--- config.mk ---
export PLATFORM = sky130hd
export DESIGN_NAME = stereo_fir_filter_unit
export DESIGN_NICKNAME = d
export VERILOG_FILES = /design/src/rtl/sff_pkg.sv /design/src/rtl/sff_mac.sv /design/src/rtl/stereo_fir_filter_unit.sv
export SDC_FILE = /design/constraint.sdc
export NUM_CORES = 2
export LEC_CHECK = 0
export BUFFER_PORTS_ARGS = -buffer_cell sky130_fd_sc_hd__buf_2
export CAP_MARGIN = 25
export CORE_MARGIN = 1
export CORE_UTILIZATION = 35
export CTS_CLUSTER_DIAMETER = 100
export DETAILED_ROUTE_END_ITERATION = 8
export GPL_TIMING_DRIVEN = 0
export HOLD_SLACK_MARGIN = 0.06
export PLACE_DENSITY_LB_ADDON = 0.15
export SLEW_MARGIN = 20
export SYNTH_ARGS = -nofsm -noshare
export SYNTH_HDL_FRONTEND = slang
export SYNTH_SLANG_ARGS = --single-unit
--- constraint.sdc ---
create_clock -name clk -period 12.32 [get_ports clk]
set_clock_uncertainty 0.15 [all_clocks]
set_input_delay 1.232 -clock clk [delete_from_list [all_inputs] [get_ports clk]]
set_output_delay 1.232 -clock clk [all_outputs]
set_load 0.03 [all_outputs]
--- src/rtl/sff_pkg.sv ---
package sff_pkg;

    localparam int MAX_TAPS   = 64;
    localparam int TAP_IDX_W  = $clog2(MAX_TAPS);
    localparam int TAP_CNT_W  = 7;
    localparam int SAMPLE_W   = 16;
    localparam int COEF_W     = 18;
    localparam int DLY_DEPTH  = 2 * MAX_TAPS;
    localparam int DLY_ADDR_W = $clog2(DLY_DEPTH);
    localparam int PROD_W     = SAMPLE_W + COEF_W;
    localparam int ACC_W      = PROD_W + TAP_IDX_W;
    localparam int GAIN_W     = 16;
    localparam int SCALED_W   = ACC_W + GAIN_W;
    localparam int SHIFT      = 31;
    localparam int TRUNC_W    = SCALED_W - SHIFT;

    localparam logic signed [GAIN_W-1:0] OUT_GAIN = 16'sd32000;

    // tuser codes on the input side
    localparam logic CMD_SAMPLE = 1'b0;
    localparam logic CMD_LOAD   = 1'b1;

    typedef logic signed [ACC_W-1:0] acc_t;

    typedef struct packed {
        logic                         wr_dly;
        logic                         wr_coef;
        logic                         clr_acc;
        logic                         issue;
        logic [DLY_ADDR_W-1:0]        dly_addr;
        logic [TAP_IDX_W-1:0]         coef_addr;
        logic signed [SAMPLE_W-1:0]   dly_wdata;
        logic signed [COEF_W-1:0]     coef_wdata;
    } mac_ctrl_t;

endpackage

--- src/rtl/sff_mac.sv ---
module sff_mac
    import sff_pkg::*;
(
    input  logic      clk,
    input  logic      rst_n,
    input  mac_ctrl_t ctrl,
    output logic      busy,
    output acc_t      acc
);

    logic signed [SAMPLE_W-1:0] dly_mem  [DLY_DEPTH];
    logic signed [COEF_W-1:0]   coef_mem [MAX_TAPS];

    logic [DLY_DEPTH-1:0]       dly_vld_reg;
    logic [MAX_TAPS-1:0]        coef_vld_reg;

    logic signed [SAMPLE_W-1:0] dly_q_reg;
    logic signed [COEF_W-1:0]   coef_q_reg;
    logic                       dly_ok_reg;
    logic                       coef_ok_reg;
    logic                       rd_vld_reg;
    logic signed [PROD_W-1:0]   prod_reg;
    logic                       prod_vld_reg;
    acc_t                       acc_reg;

    logic signed [SAMPLE_W-1:0] dly_op;
    logic signed [COEF_W-1:0]   coef_op;

    // write and read never share a cycle, so one address field serves both
    always_ff @(posedge clk)
    begin
        if (ctrl.wr_dly)
        begin
            dly_mem[ctrl.dly_addr] <= ctrl.dly_wdata;
        end
        if (ctrl.wr_coef)
        begin
            coef_mem[ctrl.coef_addr] <= ctrl.coef_wdata;
        end
        if (ctrl.issue)
        begin
            dly_q_reg  <= dly_mem[ctrl.dly_addr];
            coef_q_reg <= coef_mem[ctrl.coef_addr];
        end
    end

    // entries never written since reset read as zero
    assign dly_op  = dly_ok_reg  ? dly_q_reg  : '0;
    assign coef_op = coef_ok_reg ? coef_q_reg : '0;

    always_ff @(posedge clk)
    begin
        if (rd_vld_reg)
        begin
            prod_reg <= dly_op * coef_op;
        end
    end

    always_ff @(posedge clk or negedge rst_n)
    begin
        if (!rst_n)
        begin
            dly_vld_reg  <= '0;
            coef_vld_reg <= '0;
            dly_ok_reg   <= 1'b0;
            coef_ok_reg  <= 1'b0;
            rd_vld_reg   <= 1'b0;
            prod_vld_reg <= 1'b0;
            acc_reg      <= '0;
        end
        else
        begin
            if (ctrl.wr_dly)
            begin
                dly_vld_reg[ctrl.dly_addr] <= 1'b1;
            end
            if (ctrl.wr_coef)
            begin
                coef_vld_reg[ctrl.coef_addr] <= 1'b1;
            end
            if (ctrl.issue)
            begin
                dly_ok_reg  <= dly_vld_reg[ctrl.dly_addr];
                coef_ok_reg <= coef_vld_reg[ctrl.coef_addr];
            end
            rd_vld_reg   <= ctrl.issue;
            prod_vld_reg <= rd_vld_reg;
            if (ctrl.clr_acc)
            begin
                acc_reg <= '0;
            end
            else if (prod_vld_reg)
            begin
                acc_reg <= acc_reg + {{(ACC_W-PROD_W){prod_reg[PROD_W-1]}}, prod_reg};
            end
        end
    end

    assign busy = rd_vld_reg | prod_vld_reg;
    assign acc  = acc_reg;

endmodule

--- src/rtl/stereo_fir_filter_unit.sv ---
// Channel    Dir  Fields (low bit up)
// s_axis     in   tdata: sample_in[15:0] coef_index[21:16] coef_value[39:22]
//                 tuser: command   tlast: end_of_block
// m_axis     out  tdata: sample_out[15:0]  tuser: channel_out  tlast: last_out
// tap_count  in   write enable + 7-bit data, written at any edge with enable
//
// From acceptance to result, a sample makes one read of the delay and
// coefficient memories per tap, then multiply, accumulate, scale and saturate.
// A coefficient load gives no result.
// Reset clears the memory valid bits at once; no clearing pass is needed.
// A result waiting on m_tready does not block acceptance of the next item;
// only the following result then waits for the output register.
module stereo_fir_filter_unit
    import sff_pkg::*;
(
    input  logic                 clk,
    input  logic                 rst_n,

    input  logic                 s_tvalid,
    output logic                 s_tready,
    input  logic [39:0]          s_tdata,   // sample_in, coef_index, coef_value
    input  logic                 s_tuser,   // command
    input  logic                 s_tlast,   // end_of_block

    output logic                 m_tvalid,
    input  logic                 m_tready,
    output logic [15:0]          m_tdata,   // sample_out
    output logic                 m_tuser,   // channel_out
    output logic                 m_tlast,   // last_out

    input  logic                 tap_count_wr_en,
    input  logic [TAP_CNT_W-1:0] tap_count_wr_data
);

    typedef enum logic [4:0] {
        S_IDLE  = 5'b00001,
        S_MAC   = 5'b00010,
        S_DRAIN = 5'b00100,
        S_SCALE = 5'b01000,
        S_DONE  = 5'b10000
    } state_t;

    state_t                     state_reg, state_next;
    logic [TAP_CNT_W-1:0]       tap_count_reg;
    logic [TAP_IDX_W-1:0]       wpos_reg [2];
    logic                       toggle_reg;
    logic                       ch_reg;
    logic                       last_reg;
    logic [TAP_IDX_W-1:0]       pos_reg;
    logic [TAP_IDX_W-1:0]       k_reg, k_next;
    logic [TAP_IDX_W-1:0]       taps_m1_reg;
    logic signed [SCALED_W-1:0] scaled_reg;

    logic                       out_vld_reg;
    logic signed [SAMPLE_W-1:0] out_data_reg;
    logic                       out_ch_reg;
    logic                       out_last_reg;

    logic                       in_acc;
    logic                       acc_sample;
    logic                       acc_load;
    logic                       out_load;
    logic [TAP_CNT_W-1:0]       taps_clamped;
    logic signed [SAMPLE_W-1:0] sample_in;
    logic [TAP_IDX_W-1:0]       coef_index;
    logic signed [COEF_W-1:0]   coef_value;

    mac_ctrl_t                  mac_ctrl;
    logic                       mac_busy;
    acc_t                       mac_acc;

    logic signed [SCALED_W-1:0] scaled_next;
    logic signed [SCALED_W-1:0] biased;
    logic signed [TRUNC_W-1:0]  trunc_q;
    logic signed [SAMPLE_W-1:0] sat_q;

    assign sample_in  = s_tdata[15:0];
    assign coef_index = s_tdata[21:16];
    assign coef_value = s_tdata[39:22];

    assign s_tready   = (state_reg == S_IDLE);
    assign in_acc     = s_tvalid & s_tready;
    assign acc_sample = in_acc & (s_tuser == CMD_SAMPLE);
    assign acc_load   = in_acc & (s_tuser == CMD_LOAD);
    assign out_load   = (state_reg == S_DONE) & (~out_vld_reg | m_tready);

    always_comb
    begin
        taps_clamped = tap_count_reg;
        priority if (tap_count_reg == '0)
        begin
            taps_clamped = TAP_CNT_W'(1);
        end
        else if (tap_count_reg > TAP_CNT_W'(MAX_TAPS))
        begin
            taps_clamped = TAP_CNT_W'(MAX_TAPS);
        end
    end

    always_comb
    begin
        mac_ctrl            = '0;
        mac_ctrl.dly_wdata  = sample_in;
        mac_ctrl.coef_wdata = coef_value;
        mac_ctrl.wr_dly     = acc_sample;
        mac_ctrl.wr_coef    = acc_load;
        mac_ctrl.clr_acc    = acc_sample;
        if (state_reg == S_MAC)
        begin
            mac_ctrl.issue     = 1'b1;
            mac_ctrl.dly_addr  = {ch_reg, pos_reg - k_reg};
            mac_ctrl.coef_addr = k_reg;
        end
        else
        begin
            mac_ctrl.dly_addr  = {toggle_reg, wpos_reg[toggle_reg]};
            mac_ctrl.coef_addr = coef_index;
        end
    end

    sff_mac u_mac
    (
        .clk   (clk),
        .rst_n (rst_n),
        .ctrl  (mac_ctrl),
        .busy  (mac_busy),
        .acc   (mac_acc)
    );

    always_comb
    begin
        state_next = state_reg;
        k_next     = k_reg;
        unique case (state_reg)
            S_IDLE:
            begin
                if (acc_sample)
                begin
                    state_next = S_MAC;
                    k_next     = '0;
                end
            end
            S_MAC:
            begin
                k_next = k_reg + 1'b1;
                if (k_reg == taps_m1_reg)
                begin
                    state_next = S_DRAIN;
                end
            end
            S_DRAIN:
            begin
                if (!mac_busy)
                begin
                    state_next = S_SCALE;
                end
            end
            S_SCALE:
            begin
                state_next = S_DONE;
            end
            S_DONE:
            begin
                if (out_load)
                begin
                    state_next = S_IDLE;
                end
            end
            default:
            begin
                state_next = S_IDLE;
            end
        endcase
    end

    // truncate toward zero: bias negatives by 2^31-1 before the arithmetic shift
    assign scaled_next = mac_acc * OUT_GAIN;
    assign biased      = scaled_reg + (scaled_reg[SCALED_W-1] ?
                         SCALED_W'((64'd1 << SHIFT) - 64'd1) : SCALED_W'(0));
    assign trunc_q     = biased[SCALED_W-1:SHIFT];

    always_comb
    begin
        priority if (trunc_q > TRUNC_W'(32767))
        begin
            sat_q = 16'sh7FFF;
        end
        else if (trunc_q < -TRUNC_W'(32768))
        begin
            sat_q = 16'sh8000;
        end
        else
        begin
            sat_q = trunc_q[SAMPLE_W-1:0];
        end
    end

    always_ff @(posedge clk)
    begin
        if (acc_sample)
        begin
            ch_reg      <= toggle_reg;
            pos_reg     <= wpos_reg[toggle_reg];
            last_reg    <= s_tlast;
            taps_m1_reg <= TAP_IDX_W'(taps_clamped - 1'b1);
        end
        if (state_reg == S_SCALE)
        begin
            scaled_reg <= scaled_next;
        end
        if (out_load)
        begin
            out_data_reg <= sat_q;
            out_ch_reg   <= ch_reg;
            out_last_reg <= last_reg;
        end
    end

    always_ff @(posedge clk or negedge rst_n)
    begin
        if (!rst_n)
        begin
            state_reg     <= S_IDLE;
            k_reg         <= '0;
            tap_count_reg <= TAP_CNT_W'(1);
            wpos_reg[0]   <= '0;
            wpos_reg[1]   <= '0;
            toggle_reg    <= 1'b0;
            out_vld_reg   <= 1'b0;
        end
        else
        begin
            state_reg <= state_next;
            k_reg     <= k_next;
            if (tap_count_wr_en)
            begin
                tap_count_reg <= tap_count_wr_data;
            end
            if (acc_sample)
            begin
                wpos_reg[toggle_reg] <= wpos_reg[toggle_reg] + 1'b1;
                toggle_reg           <= ~toggle_reg;
            end
            if (out_load)
            begin
                out_vld_reg <= 1'b1;
            end
            else if (m_tready)
            begin
                out_vld_reg <= 1'b0;
            end
        end
    end

    assign m_tvalid = out_vld_reg;
    assign m_tdata  = out_data_reg;
    assign m_tuser  = out_ch_reg;
    assign m_tlast  = out_last_reg;

    a_sample_starts_mac: assert property (@(posedge clk) disable iff (!rst_n)
        acc_sample |=> state_reg == S_MAC)
        else $error("sample accepted without starting the tap loop");

    a_load_stays_idle: assert property (@(posedge clk) disable iff (!rst_n)
        acc_load |=> state_reg == S_IDLE && !$rose(m_tvalid))
        else $error("coefficient load produced work or a result");

    a_acc_settled: assert property (@(posedge clk) disable iff (!rst_n)
        state_reg == S_SCALE |-> !mac_busy)
        else $error("scaling started before the accumulator settled");

    a_result_from_done: assert property (@(posedge clk) disable iff (!rst_n)
        $rose(m_tvalid) |-> $past(state_reg == S_DONE))
        else $error("result presented outside the done state");

endmodule
==> results.py <==
metrics = {
    "global_route": {
        "grt.total_usage_pct": 30.7,
        "grt_pass1_vias": 99400,
        "grt_pass1_wl_mm": 911,
        "antenna_found_initial": 97,
        "grt-ovfl-total": 0,
        "grt_max_degree": 101,
    },
    "sta": {
        "rsz0062_at_grt": "no",
        "finalHoldViolCount": 0,
        "slew_headroom_pct": 13.2,
        "setup_viol": 0,
        "tightest_slew_ns": 1.30,
        "fin_crit_ns": 8.72,
        "tns_ns": 0,
        "fin_crit_sh_pct": 70.8,
        "timing.fmax_mhz": 115,
        "setup_ws_ns": 3.60,
        "fin_hold_ws_ns": 0.103,
        "slew_viol_final": 0,
    },
    "logic_synthesis": {
        "ys_top_cells_by_area": "edfxtp_1 (66%), fa_1 (5.9%), dfrtp_1 (4.3%)",
        "synthXorXnorAreaFrac_pct": 0.886,
        "synth_top_area_share_pct": 65.7,
        "synth.area.mux_share_pct": 0.546,
        "yosys.area.top_type": "edfxtp_1",
        "synth_edf_count": 3348,
        "synth_top_family_by_area": "compound AO/OA/AOI/OAI gates",
        "ys_types": 84,
        "yosysSeqAreaShare_pct": 70.0,
        "syn_nets": 10800,
        "synth_fa_ha_area_share_pct": 8.22,
        "syn-cell-area_sq_um": 153000,
        "ys_ff_latch": 3616,
        "synth_compound_area_share_pct": 11.9,
        "yosys_warnings": 0,
        "synthSimpleGateAreaFrac_pct": 5.50,
        "syn_area_per_cell_sq_um": 15.2,
        "async_flop_share_pct": 7.41,
        "ys.flop_type": "edfxtp_1",
        "syn_inst": 10100,
    },
    "setup_path": {
        "cp-end-kind": "flop",
        "crit_type": "reg2reg",
        "start_kind": "flop",
        "arrival_ns": 9.26,
        "cp.required_ns": 12.86,
        "critPathMaxFanout": 10,
    },
    "drt": {
        "wl_met2_mm": 292,
        "drtIter0Drc": 19100,
        "vias": 106000,
        "wl_mm": 696,
        "antenna_left": 0,
        "met3_length_mm": 92.9,
        "wl_met1_mm": 264,
        "dr.max_layer_used": "met5",
        "drcViolationCount": 0,
        "wl_per_cell_um": 41.1,
        "vias_per_cell": 6.24,
        "drt_pre_antenna_iters": 8,
    },
    "cts": {
        "htree_levels": 5,
        "cts-root-buf": "clkbuf_16",
        "cts_hold_buf": 0,
        "cts_sinks": 3616,
        "cts_made_buffers": 384,
        "cts_setup_buffers": 0,
        "max-clock-path-buffers": 4,
        "cts.repair.resized": 0,
        "clk_pin_slew_ns": 0.06,
        "clkLatencyLatePin_ns": 1.01,
        "cts_tree": "built",
    },
    "placement": {
        "dp.cells": 16200,
        "globalplace.congestion": 0.968,
        "detailed_place_hpwl_mm": 481,
        "pre_cts_slack_ns": 3.51,
        "io_buffer_count": 72,
        "placed_area_sq_um": 170000,
    },
    "layout": {
        "area_growth_pct": 19.1,
        "nets": 11600,
        "final_common_cell": "edfxtp_1",
        "largest_register_ffs": 2048,
        "drive_above_1_share_pct": 15.8,
        "fin_cells": 16900,
        "design_area_sq_um": 182000,
        "final_cell_mix": "edfxtp_1 (3348), a22oi_1 (860), nand2_1 (682)",
        "fill_cells": 38900,
    },
    "floorplan": {
        "die_x_um": 663,
        "start_util_pct": 35.2,
        "core-area_sq_um": 435000,
        "die_h_um": 663,
        "num_io_pins": 74,
        "rows": 242,
        "dieArea_sq_um": 440000,
    },
    "power_and_ir_drop": {
        "sw_frac_of_total_pct": 41.6,
        "seqPwrFrac_pct": 32.9,
        "peakVddDrop_uv": 166,
        "p_leak_nw": 63.6,
        "comb_power_share_pct": 40.8,
        "cellPowerDensity_nw_per_um2": 238,
        "p_int_mw": 25.4,
        "power_frac_clock_pct": 26.2,
        "power.switching_mw": 18.1,
    },
    "status": {
        "status": "complete, no violations",
    },
    "job": {
        "cap_violations": 0,
    },
    "worst_hold_path": {
        "hp-class": "in2async",
    },
}
cells by family (layout without fill, tap and decap cells):
family / count (synthesis) / after routing
AO/OA/AOI/OAI: 2511 / 2511
XOR/XNOR: 154 / 154
adder cells (fa/ha/maj): 737 / 737
buffers and inverters: 1115 / 2223
flip-flops: 3616 / 3616
multiplexers: 82 / 82
other: 0 / 51
AND/OR/NAND/NOR: 1841 / 1841
final timing paths:
path | start | to | slack (ns) | cells after the start
min in group clk | last_reg | m_tlast | 0.27 | 0
hold reg to reg | last_reg | m_tlast | 0.27 | 0
hold / removal | rst_n | u_mac.dly_vld_reg[46] | 0.10 | 1
max in group asynchronous | rst_n | u_mac.acc[33] | 10.50 | 3
setup reg to reg | u_mac.coef_ok_reg | u_mac.prod_reg[32] | 3.60 | 23
setup / recovery | u_mac.coef_ok_reg | u_mac.prod_reg[32] | 3.60 | 23
worst max-delay path: stages (launching register included):
cell       delay, ns
dfrtp_1         0.37
clkbuf_1        0.48
clkbuf_1        0.67
nand2_1         0.59
nor2_1          0.29
fa_1            0.48
fa_1            0.50
fa_1            0.59
fa_1            0.45
fa_1            0.49
inv_1           0.05
fa_1            0.47
inv_1           0.04
ha_1            0.37
nand2_1         0.13
nand2_1         0.06
a21o_1          0.17
a21o_1          0.19
a221o_1         0.34
a2111oi_0       0.65
nor2_1          0.21
a211oi_1        0.41
o21ai_0         0.17
xor2_1          0.16
stage by stage:
stage	total power, mW	utilization, %
final	43.4	41.9
after global routing	44.4	41.9
after CTS	42.7	41.8
after detailed placement	31.5	39.1
after global placement	30.8	36.9
after floorplan	22.9	-
power groups by stage:
stage	Sequential, mW	Combinational, mW	Clock, mW
after global placement	14.6	16.2	0
after detailed placement	14.6	17.0	0
after global routing	14.4	18.3	11.8
after CTS	14.3	17.0	11.4
final	14.3	17.7	11.4
after floorplan	14.5	8.46	0
Yosys cell counts, types with 15 or more instances:
| cell type | n |
|---|---|
| nor2_1 | 509 |
| or2_2 | 200 |
| nor4_1 | 66 |
| inv_1 | 580 |
| and2_1 | 37 |
| xnor2_1 | 100 |
| a21o_1 | 63 |
| clkbuf_1 | 275 |
| a41oi_1 | 21 |
| nand3_1 | 93 |
| nor3_1 | 38 |
| mux2i_1 | 72 |
| o211ai_1 | 17 |
| nand2_1 | 684 |
| o21bai_1 | 19 |
| o21ai_0 | 113 |
| a22o_1 | 252 |
| xor2_1 | 53 |
| nor2b_1 | 25 |
| a31oi_1 | 285 |
| o21a_1 | 25 |
| dfrtp_1 | 266 |
| a21oi_1 | 359 |
| fa_1 | 448 |
| buf_2 | 176 |
| o22ai_1 | 21 |
| edfxtp_1 | 3348 |
| or4_1 | 15 |
| and3_1 | 25 |
| a22oi_1 | 861 |
| ha_1 | 289 |
| nand4_1 | 100 |
| buf_1 | 77 |
| nand2b_1 | 18 |
| a221oi_1 | 361 |
| o31ai_1 | 16 |
area by class of cell:
| cell class | count | area, sq um | share of cell area [%] |
|---|---|---|---|
| clock inverter | 175 | 1410 | 0.774 |
| clock buffer | 523 | 10600 | 5.80 |
| timing repair buffer | 410 | 8030 | 4.40 |
| buffer | 533 | 2500 | 1.37 |
| inverter | 582 | 2180 | 1.20 |
| tap | 5734 | 7170 | 3.93 |
| antenna | 51 | 128 | 0.0700 |
| multi-input combinational | 5325 | 43100 | 23.6 |
| sequential | 3616 | 107000 | 58.8 |
metal layers:
metal / track usage, % / vias to the layer above
met5: 0.250 / -
met3: 9.47 / 1741
met1: 40.9 / 54900
met4: 17.6 / 40
met2: 44.3 / 8480
li1: - / 40600
Power figures use the tool's default switching activity.
